<file path="src/rch_pkg.sv">
// Shared types and constants of the RGB channel histogram.
package rch_pkg;

  // Width of every sample, bin index and bin number field at the ports.
  localparam int unsigned FIELD_W = 16;

  // Low bits of a sample that select a bin in 8-bit mode.
  localparam int unsigned NARROW_BITS = 8;

  // Depth of the queue between the front and back parts.
  localparam int unsigned QUEUE_DEPTH = 2;
  localparam int unsigned QUEUE_PTR_W = 1;
  localparam int unsigned QUEUE_CNT_W = 2;

  // Item kinds.
  typedef enum logic {
    KIND_PIXEL = 1'b0,
    KIND_READ  = 1'b1
  } kind_t;

  // One classified item. For a read all three bins hold the read index.
  typedef struct packed {
    kind_t               kind;
    logic [FIELD_W-1:0]  red_bin;
    logic [FIELD_W-1:0]  green_bin;
    logic [FIELD_W-1:0]  blue_bin;
  } hist_item_t;

endpackage

</file>
<file path="src/rch_front.sv">
// Front part: accepts input beats, holds the mode register and works out bin indexes.
module rch_front #(
  parameter int unsigned SAMPLE_BITS = 16
) (
  input  logic                        clk,
  input  logic                        rst_n,
  input  logic                        cfg_wr_en,
  input  logic                        cfg_wr_data,
  input  logic                        in_valid,
  output logic                        in_ready,
  input  logic                        in_kind,
  input  logic [rch_pkg::FIELD_W-1:0] in_red_sample,
  input  logic [rch_pkg::FIELD_W-1:0] in_green_sample,
  input  logic [rch_pkg::FIELD_W-1:0] in_blue_sample,
  input  logic [rch_pkg::FIELD_W-1:0] in_bin_index,
  input  logic                        q_full,
  input  logic                        clearing,
  output logic                        q_push,
  output rch_pkg::hist_item_t         q_item
);

  localparam logic [rch_pkg::FIELD_W-1:0] BIN_MASK =
    rch_pkg::FIELD_W'((32'd1 << SAMPLE_BITS) - 32'd1);
  localparam logic [rch_pkg::FIELD_W-1:0] NARROW_MASK =
    rch_pkg::FIELD_W'((32'd1 << rch_pkg::NARROW_BITS) - 32'd1);

  logic sample_wide_r;
  logic [rch_pkg::FIELD_W-1:0] sample_mask;

  always_ff @(posedge clk) begin
    if (!rst_n) begin
      sample_wide_r <= 1'b1;
    end else if (cfg_wr_en) begin
      sample_wide_r <= cfg_wr_data;
    end
  end

  assign sample_mask = sample_wide_r ? BIN_MASK : (NARROW_MASK & BIN_MASK);
  assign in_ready    = !q_full && !clearing;
  assign q_push      = in_valid && in_ready;

  always_comb begin
    q_item.kind = rch_pkg::kind_t'(in_kind);
    unique case (rch_pkg::kind_t'(in_kind))
      rch_pkg::KIND_READ: begin
        // The read index is reduced to the store depth, not by the mode.
        q_item.red_bin   = in_bin_index & BIN_MASK;
        q_item.green_bin = in_bin_index & BIN_MASK;
        q_item.blue_bin  = in_bin_index & BIN_MASK;
      end
      default: begin
        q_item.red_bin   = in_red_sample & sample_mask;
        q_item.green_bin = in_green_sample & sample_mask;
        q_item.blue_bin  = in_blue_sample & sample_mask;
      end
    endcase
  end

endmodule

</file>
<file path="config.mk">
export PLATFORM = sky130hd
export DESIGN_NAME = rch_front
export DESIGN_NICKNAME = d
export VERILOG_FILES = /design/src/rch_pkg.sv /design/src/rch_front.sv
export SDC_FILE = /design/constraint.sdc
export NUM_CORES = 1
export LEC_CHECK = 0
export ABC_AREA = 1
export BUFFER_PORTS_ARGS = -buffer_cell sky130_fd_sc_hd__buf_2
export CAP_MARGIN = 10
export CORE_ASPECT_RATIO = 1.2
export CORE_MARGIN = 3
export CORE_UTILIZATION = 26
export CTS_CLUSTER_SIZE = 40
export DETAILED_ROUTE_END_ITERATION = 7
export PLACE_DENSITY = 0.8
export SYNTH_ARGS = -nofsm -noshare
export SYNTH_HDL_FRONTEND = slang
export SYNTH_SLANG_ARGS = --single-unit
</file>
<file path="constraint.sdc">
create_clock -name clk -period 1.4 [get_ports clk]
set_input_delay 0.42 -clock clk [delete_from_list [all_inputs] [get_ports clk]]
set_output_delay 0.42 -clock clk [all_outputs]
set_load 0.005 [all_outputs]
</file>
# Word level (Yosys, flattened, before mapping)
# Index checks and enable logic that the tools add are counted.
# W data, S select, Z words.
[word_totals] word_cells=10 inputBits=72 reg_bits=1 output_inout_bits=51
[classes] bitwise_logic=3 n_reduce_logical=4 mux=2
[op_table] op="$and A16 B16 Y16" n=3
[op_table] op="$mux W48" n=1
[op_table] op="$mux W16" n=1
[op_table] op="$logic_and A1 B1 Y1" n=2
[op_table] op="$logic_not A1 Y1" n=2

# Longest topological paths before layout
[logic_depth] ltp_word=3 ltp_mapped=6

# Least setup slack after synthesis
# OpenSTA, ideal clock, no wires.
[synth_timing] path_kind="input-to-output" start="input in_kind" end="output q_item[16] (netlist name)" t_required_ns=0.980 path_stages=6 path_slack_ns=0.044 arrival_time_ns=0.936 path_cell_list="buf_6 -> inv_4 -> buf_6 -> buf_12 -> nand2_2 -> nand2_1"
[synth_rtl] item="from (decl)" line_no="rch_front.sv:11" rtl="input logic in_kind,"
[synth_rtl] item="to (decl)" line_no="rch_front.sv:19" rtl="output rch_pkg::hist_item_t q_item"

==> results by group <==
Outcome
  – Status: complete, but fails checks
  – Failing checks: setup timing

Timing
  – PnR worst setup slack: -0.02095 ns
  – Max Clk Rate: 703.8 MHz
  – Max-slew violations: 0
  – Min cycle time layout: 1.421 ns
  – TNS Setup: -0.09323 ns
  – Setup violators final: 15
  – Period utilization: 1.015
  – RSZ-0062 raised after global routing: true
  – WHS: 0.6139 ns
  – Worst clock skew: 0 ns
  – Final Hold Viols: 0
  – Max-slew headroom: 0.9077
  – Worst-Margin Slew: 0.1382 ns

Synth
  – Post-Synthesis Cells: 131
  – Post-synthesis adder-cell area fraction: 0
  – Largest family of logic cells by synthesized area: simple AND/OR/NAND/NOR gates
  – Post-Syn Nets: 203
  – Syn Std Cell Area: 654.4 µm²
  – Simple-gate portion of the synthesized area: 0.8011
  – Compound-Gate Fraction of Synth Area: 0
  – Mux cell area share after synthesis: 0
  – Syn_area_per_cell: 4.995 µm²
  – Warnings, synthesis: 0
  – #FFs+latches synth: 1
  – Register area share after synthesis: 0.03059
  – Netlist cell types: 12
  – Post-Synth XOR/XNOR Area: 0

Clock network
  – Worst-skew pair later-pin latency: 0 ns
  – Hold-fix buffers, CTS: 0
  – Clock slew at reported path FFs: 0 ns

Worst setup path
  – Crit-path max cell delay: 0.16 ns
  – Maximum fanout along the worst path: 8
  – Critical Path Start Type: primary input
  – Crit Path Class: primary input to output port
  – Worst endpoint required time: 0.98 ns
  – Crit-path cells: buf_12 > clkinv_16 > clkbuf_16 > nand3_2 > nand2_1 > buf_2
  – Crit. End Element: output port
  – Arr. time, crit path: 1.00 ns
  – Slowest CP cell: clkbuf_16

Global routing
  – Pin count of the biggest net entering global routing: 25
  – Overflow after GRT: 0
  – Global Route Usage Sum: 0.1638
  – First-pass GRT wire length: 4215 µm
  – Antenna violations before repair: 0
  – Vias in the first global route: 1026

Cells and area
  – Diode count: 0
  – Largest register FFs: 1
  – Largest reg by FF count: sample_wide_r
  – Commonest cells after routing, fill and taps aside: buf_2 (119), nand2_1 (56), nand2_2 (29), nand3_2 (14), nand3_1 (11)
  – Commonest non-fill, non-tap cell in the layout: buf_2
  – Non-Filler Instances: 285
  – Layout area overhead: 142.8%
  – Nets@finish: 328
  – Fill cell count: 216
  – Largest registers: sample_wide_r: 1 flops
  – Core Util, Final: 0.6752
  – Layout cell share with drive strength beyond 1: 0.7205

Floorplanning
  – Num rows: 19
  – Die Y: 60.96 µm
  – Die width: 51.80 µm
  – Total die area: 3157 µm²
  – Area of the core: 2354 µm²
  – I/O Pins: 123
  – Initial Util: 0.2780

Detailed routing
  – Final wirelength: 3338 µm
  – Starting DRT DRC Count: 24
  – Via-per-instance ratio: 4.495
  – Residual DRC count: 0
  – Vias: 1281
  – Post-DRT Antenna Nets: 0
  – 1st-pass router iterations: 4
  – Average wire per standard cell: 11.71 µm

Power and ir drop
  – Worst vdd ir: 0.0002853 V
  – Pwr/cell area: 346.5 nW/µm²
  – Static Leak: 1.046 nW

Placement
  – RD Place Congestion: 0.7247
  – DP HPWL: 2448 µm
  – Inst Count DP: 279
  – Pre-CTS WS: -0.06068 ns
  – Port Buffers: 122

Min path
  – Worst Hold Class: primary input to flip-flop

Job
  – Number of max-cap violations: 0
[Yosys cell counts]
cell type,number,area share
nand2_1,70,0.40
nand3_1,25,0.19
nand2_2,20,0.19
buf_2,6,0.046
buf_12,2,0.061
buf_6,2,0.034
buf_4,1,0.011
dfxtp_1,1,0.031
inv_1,1,0.0057
inv_4,1,0.0096
nor2_1,1,0.0057
nor3b_1,1,0.011
[where the power goes]
group / switching (W) / internal (W) / total, W
registers: 0.00000195 / 0.0000312 / 0.0000331
clock network: 0 / 0 / 0
logic: 0.000240 / 0.000278 / 0.000517
total: 0.000242 / 0.000309 / 0.000551
[cell families (layout without fill, tap and decap cells)]
family	Yosys count	count (layout)
flip-flops	1	1
buffers and inverters	13	136
AND/OR/NAND/NOR	117	117
[layout make-up]
type / count / area (µm²) / area share
repair buffers: 134 / 842.1 / 0.5299
well taps: 31 / 38.79 / 0.02441
multi-input cells: 117 / 654.4 / 0.4118
flip-flops and latches: 1 / 20.02 / 0.01260
inverters: 2 / 33.78 / 0.02126
[metal layers]
layer | vias up | part of all wire | GRT usage
met1 | 541 | 0.39 | 0.2126
met2 | 84 | 0.48 | 0.2945
met3 | 0 | 0.13 | 0.03686
li1 | 656 | - | -
met5 | - | 0 | 0
met4 | 0 | 0 | 0
[worst max-delay path: cells and delay by family]
family | cells | cell delay [ns]
buf+inv | 4 | 0.46
simple gates | 2 | 0.11
[timing repair]
action | CTS | global route
endpoints found under the hold margin | 0 | 0
buffers inserted | 2 | 0
setup endpoints to repair | 48 | 43
cloned | 2 | 4
pin swaps | 2 | 6
resized for setup | 10 | 39
[final timing paths]
check | startpoint | to | slack [ns] | cells after the start
setup / recovery | in_kind | q_item[9] | -0.02 | 6
hold / removal | rst_n | sample_wide_r | 0.61 | 2
setup reg to reg | sample_wide_r | sample_wide_r | 0.68 | 3
hold reg to reg | sample_wide_r | sample_wide_r | 0.66 | 3
[metrics by stage]
| step | total power (W) | instance area [µm²] |
|---|---|---|
| 3_5_place_dp | 0.0004530 | 1286 |
| 3_3_place_gp | 0.0004506 | 1286 |
| 6_report | 0.0005506 | 1589 |
| 2_1_floorplan | 0.0002229 | 654.4 |
| 4_1_cts | 0.0004928 | 1394 |
| 5_1_grt | 0.0006018 | 1589 |
No activity file was read; power rests on OpenSTA's default activity.
