[src/rch_pkg.sv]
// Shared types and constants of the RGB channel histogram.
package rch_pkg;

  // Width of every sample, bin index and bin number field at the ports.
  localparam int unsigned FIELD_W = 16;

  // Low bits of a sample that select a bin in 8-bit mode.
  localparam int unsigned NARROW_BITS = 8;

  // Depth of the queue between the front and back parts.
  localparam int unsigned QUEUE_DEPTH = 2;
  localparam int unsigned QUEUE_PTR_W = 1;
  localparam int unsigned QUEUE_CNT_W = 2;

  // Item kinds.
  typedef enum logic {
    KIND_PIXEL = 1'b0,
    KIND_READ  = 1'b1
  } kind_t;

  // One classified item. For a read all three bins hold the read index.
  typedef struct packed {
    kind_t               kind;
    logic [FIELD_W-1:0]  red_bin;
    logic [FIELD_W-1:0]  green_bin;
    logic [FIELD_W-1:0]  blue_bin;
  } hist_item_t;

endpackage

[src/rch_queue.sv]
// Short queue of classified items between the front and back parts.
module rch_queue (
  input  logic                clk,
  input  logic                rst_n,
  input  logic                push,
  input  rch_pkg::hist_item_t push_item,
  output logic                full,
  input  logic                pop,
  output logic                valid,
  output rch_pkg::hist_item_t pop_item
);

  rch_pkg::hist_item_t                 entry_r [rch_pkg::QUEUE_DEPTH];
  logic [rch_pkg::QUEUE_PTR_W-1:0]     wr_ptr_r;
  logic [rch_pkg::QUEUE_PTR_W-1:0]     rd_ptr_r;
  logic [rch_pkg::QUEUE_CNT_W-1:0]     count_r;

  assign full     = (count_r == rch_pkg::QUEUE_CNT_W'(rch_pkg::QUEUE_DEPTH));
  assign valid    = (count_r != '0);
  assign pop_item = entry_r[rd_ptr_r];

  always_ff @(posedge clk) begin
    if (push) begin
      entry_r[wr_ptr_r] <= push_item;
    end
  end

  always_ff @(posedge clk) begin
    if (!rst_n) begin
      wr_ptr_r <= '0;
      rd_ptr_r <= '0;
      count_r  <= '0;
    end else begin
      if (push) begin
        wr_ptr_r <= wr_ptr_r + rch_pkg::QUEUE_PTR_W'(1);
      end
      if (pop) begin
        rd_ptr_r <= rd_ptr_r + rch_pkg::QUEUE_PTR_W'(1);
      end
      if (push && !pop) begin
        count_r <= count_r + rch_pkg::QUEUE_CNT_W'(1);
      end else if (pop && !push) begin
        count_r <= count_r - rch_pkg::QUEUE_CNT_W'(1);
      end
    end
  end

endmodule

[config.mk]
export PLATFORM = sky130hd
export DESIGN_NAME = rch_queue
export DESIGN_NICKNAME = d
export VERILOG_FILES = /design/src/rch_pkg.sv /design/src/rch_queue.sv
export SDC_FILE = /design/constraint.sdc
export NUM_CORES = 1
export LEC_CHECK = 0
export BUFFER_PORTS_ARGS = -buffer_cell sky130_fd_sc_hd__buf_2
export CELL_PAD_IN_SITES_DETAIL_PLACEMENT = 0
export CELL_PAD_IN_SITES_GLOBAL_PLACEMENT = 1
export CORE_AREA = 2 2 102 104
export CTS_CLUSTER_SIZE = 8
export DETAILED_ROUTE_END_ITERATION = 16
export DIE_AREA = 0 0 104 106
export GPL_ROUTABILITY_DRIVEN = 1
export GPL_TIMING_DRIVEN = 0
export PLACE_DENSITY_LB_ADDON = 0.1
export SLEW_MARGIN = 20
export SYNTH_ARGS = -nofsm -noshare
export SYNTH_HDL_FRONTEND = slang
export SYNTH_SLANG_ARGS = --single-unit
[constraint.sdc]
create_clock -name clk -period 3.1 [get_ports clk]
set_clock_uncertainty 0.05 [all_clocks]
set_input_delay 0.155 -clock clk [delete_from_list [all_inputs] [get_ports clk]]
set_output_delay 0.155 -clock clk [all_outputs]
set_load 0.05 [all_outputs]
After elaboration in Yosys (flattened, before gate mapping)
Memory sizes are Yosys's and may differ from the RTL's. A register that Yosys moved wholly into a read port is not among the register bits. Index checks and enable logic that the tools add are counted.

Eq/ne operators: 1. Reductions and logical operators: 6. Mux-type cells: 6. Add/subtract/negate cells: 4.

Operators by type and width (count): $mux 1 (4); $mux 2 (2); $reduce_bool 2->1 (2); $add 1x1->1 const B (2); $add 2x1->2 const B (1); $eq 2x2->1 const B (1); $logic_and 1x1->1 (2); $logic_not 1->1 (2); $sub 2x1->2 const B (1).

Bits in writable memories: 98. Input port bits: 53. Memories: 1. Flip-flop bits (word level): 4. Logic and storage cells: 21. Output and inout bits: 51.

Memories: entry_r (depth 2, bits a word 49, rd ports 1, clocked after Yosys merged registers in 1, write ports 1, line rch_queue.sv:13) `rch_pkg::hist_item_t entry_r [rch_pkg::QUEUE_DEPTH];`.

Depth between registers and ports, before layout
Depth after elaboration: 4. Gate-level depth with buffers: 5.

Worst setup path before layout
Ideal clock, no wire load.

Path type: register -> register. Start point: register wr_ptr_r. End point: memory entry_r[0][0] in the netlist's numbering (enable). Arrival: 2518 ps. Stages on the path, launching flop included: 2. Clock period less this slack: 3031 ps. Setup slack: 69 ps. Data required time: 2587 ps. Cells stage by stage: dfxtp_1 nor2b_1.

RTL lines: from (decl) (line rch_queue.sv:14) `logic [rch_pkg::QUEUE_PTR_W-1:0] wr_ptr_r;`; from (signal assigned) (line rch_queue.sv:35) `wr_ptr_r <= wr_ptr_r + rch_pkg::QUEUE_PTR_W'(1);`; to (decl) (line rch_queue.sv:13).

No word-level cell before the write port.

==> summary.txt <==
Clocking
  • Cell at the root of the clock tree: clkbuf_8
  • Clock latency at the later pin of the worst-skew pair: around 0.35 ns
  • Clk pin slew, worst setup/hold paths: roughly 0.09 ns
  • H-Tree Depth: 3
  • Buffer levels on the longest clock path: 2
  • TritonCTS clock tree: built
  • Total CTS buffers: 9
  • Setup bufs post-CTS: 0
  • Number of sinks handled by clock tree synthesis: between 100 and 150

Detailed routing
  • Antenna violation net count after detailed routing: 0
  • Number of DRC violations after detailed-routing iteration 0: 92
  • Per-cell routed wire length: around 14 um
  • Total iterations of the first detailed-routing run: 6
  • Routed via count divided by cell count: 4.32
  • Detailed-route DRC error count: 0
  • Aggregate routed wire length: between 6000 and 7000 um
  • Vias: 2072

GRT
  • Pin count of the biggest net entering global routing: 50
  • First-pass GRT wire length: 10700 um
  • Grt total ovfl: 0
  • Initial antenna violation count: 0
  • All-Layer GR Usage: 0.127
  • Number of global-route vias before repair: around 2200

Setup path
  • Master of the slowest instance on the critical path: dfxtp_1
  • Largest incremental delay on the critical path: around 0.44 ns
  • Cell mode on critical path: buf_6
  • Critical path buffer and inverter count: 3
  • Worst EP required: 2.89 ns
  • Endpoint of the most critical register-to-register path: entry_r[1][8]
  • Number of cell instances on the worst register-to-register path: 1
  • Flop-to-flop setup slack: about 1.6 ns
  • Worst reg2reg startpoint: wr_ptr_r
  • Critical path startpoint category: flop
  • Cell chain of the critical path: buf_6, buf_6, mux2_2, buf_2
  • CP endpoint kind: output pin
  • Highest net fanout along the worst path: 10
  • Cell family with the largest share of critical-path delay: buffers and inverters
  • CP Data Arrival Time: roughly 1.7 ns
  • Start-to-end type of the worst setup path: reg2out

STA
  • RSZ-0062 raised after global routing: no
  • Fin crit period: approximately 1.9 ns
  • Worst Max-Slew Pin Slew: about 0.69 ns
  • Post-route worst hold slack: around 0.016 ns
  • Worst slew slack as a fraction of its limit: 0.540
  • Finish-stage setup viols: 0
  • Fmax: ~0.52 GHz
  • Number of max-slew violations in the final report: 0
  • Final number of hold-violating endpoints: 0
  • Final Cycle Share: 0.616

Placed design
  • Half-perimeter wire length after placement: between 4000 and 5000 um
  • Port buffer count: roughly 100
  • Cell total after placement: between 400 and 500
  • RePlAce Congestion: between 0.6 and 0.7
  • Post-place instance area: 4500 um2

Yosys
  • Post-synth net total: 228
  • Total of warnings raised by yosys: 0
  • Largest area contributor in the netlist: edfxtp_1
  • Post-Syn Instances: roughly 170
  • Fraction of post-synthesis cell area in the top cell type by area: 0.784
  • Count of cell types in the netlist: 17
  • Avg Cell Area, Syn: approximately 22 um2
  • Main area contributors after synthesis: edfxtp_1, mux2_2, dfxtp_1
  • Synth Register Bits: a little over 100
  • Synthesized cell area: 3750 um2
  • Share of the yosys chip area belonging to registers: 0.811

Hold path
  • Hold depth: 2
  • Class of the worst hold path: in2reg
  • Worst Min Path Start: rst_n
  • Worst-case hold path end point: wr_ptr_r

Finish
  • Most common cell after layout, fill and taps aside: buf_2
  • Signed area change from the synthesized netlist to the final layout: 38.1%
  • Nets@finish: between 300 and 400
  • Combined flip-flop and latch cell area: just over 3000 um2
  • Post-route core utilization: 0.518
  • Total inserted antenna cells: 0
  • Final std cell area, no fill: about 5200 um2
  • Share of final-layout standard cells stronger than drive strength 1: 0.512
  • Layout filler cell count: 889
  • Total area of multi-input combinational cells: just under 700 um2
  • Final non-filler cell total: 480
  • Top library cells by usage in the layout, fill and taps aside: buf_2, edfxtp_1, mux2_2, dlygate4sd3_1, clkbuf_8

Floorplanning
  • Number of top-level pins: roughly 100
  • Initial Util: 0.375
  • Die Span X: about 100 um
  • Die Y-Extent: around 110 um
  • Die Outline Area: 11000 um2
  • Standard-cell row count: 37
  • Area inside the core boundary: approximately 10000 um2

Pwr
  • Total leakage power: approximately 2.0 nW
  • Total power: 3.01 mW
  • Max IR drop VDD: ~0.00024 V
  • Combinational cell fraction of total power: 0.197
  • Total power density per cell area: a little under 600 nW/um2
  • Sequential Power Share: 0.539
  • Switching Power: 834 uW
  • Fraction of power spent switching nets: 0.277
  • Clock power share: 0.265
  • Cell internal pwr: around 2.2 mW

Outcome
  • Result of the run: completed

Run
  • MaxCap Viol Count: 0
==> synthesized netlist by cell type <==
cell       n
inv_1      1
ha_1       1
o21ai_0    1
buf_2      3
xor2_1     2
o21a_1     1
and2b_2    1
or2_2      1
edfxtp_1  98
xnor2_1    1
mux2_2    49
a21boi_1   1
and2_1     4
nor2b_1    2
dfxtp_1    5
or3_1      1
buf_6      2
==> flip-flops by register name, summed over array words and instances, names as in the netlist, named ones only <==
name,count
count_r,2
wr_ptr_r,1
rd_ptr_r,1
entry_r,98
==> worst max-delay path by stage <==
stage,start,to,slack [ns],depth (start not counted)
2_1_floorplan,wr_ptr_r,entry_r[0][0],0.07,1
3_3_place_gp,push,entry_r[0][25],-1.43,2
3_5_place_dp,flop,pop_item[20],1.55,4
4_1_cts,flop,pop_item[18],1.15,4
5_1_grt,flop,pop_item[18],1.07,4
6_report,flop,pop_item[20],1.19,4
==> routing by layer <==
layer | track usage | vias to the layer above | part of all wire
met5 | 0 | - | 0
met4 | 0.0521 | 0 | 0.016
met3 | 0.0343 | 10 | 0.049
met2 | 0.221 | 60 | 0.50
met1 | 0.149 | 991 | 0.43
li1 | - | 1011 | -
==> per-stage QoR <==
step	setup WS (ns)	setup TNS, ns
finish	1.19	0
global route	1.07	0
CTS	1.15	0
detailed placement	1.55	0
global placement	-1.43	-71.51
floorplan	0.0690	0
==> power groups by stage <==
| stage | Sequential [mW] | Combinational [mW] | Clock [mW] |
|---|---|---|---|
| 2_1_floorplan | 1.65 | 0.405 | 0 |
| 3_3_place_gp | 1.66 | 0.535 | 0 |
| 3_5_place_dp | 1.66 | 0.550 | 0 |
| 4_1_cts | 1.62 | 0.602 | 0.825 |
| 5_1_grt | 1.63 | 0.628 | 0.878 |
| 6_report | 1.62 | 0.593 | 0.798 |
==> kinds of logic after synthesis <==
logic type | Yosys count | share of synthesized area
AO/OA/AOI/OAI | 3 | 0.00533
adder cells (fa/ha/maj) | 1 | 0.00333
flip-flops | 103 | 0.811
XOR/XNOR | 3 | 0.00700
multiplexers | 49 | 0.147
AND/OR/NAND/NOR | 9 | 0.0157
buffers and inverters | 6 | 0.0110
==> final cells by class <==
cell class	count	area share
clock inverter	6	0.0118
sequential	103	0.587
inverter	1	0.000724
multi-input combinational	65	0.131
clock buffer	10	0.0246
timing repair buffer	154	0.205
buffer	5	0.00724
tap	136	0.0328
==> repair_timing <==
item	in CTS	in global routing
hold buffers	49	0
gates resized for setup	0	0
hold endpoints to repair	98	0
No activity file was read; power rests on OpenSTA's default activity.
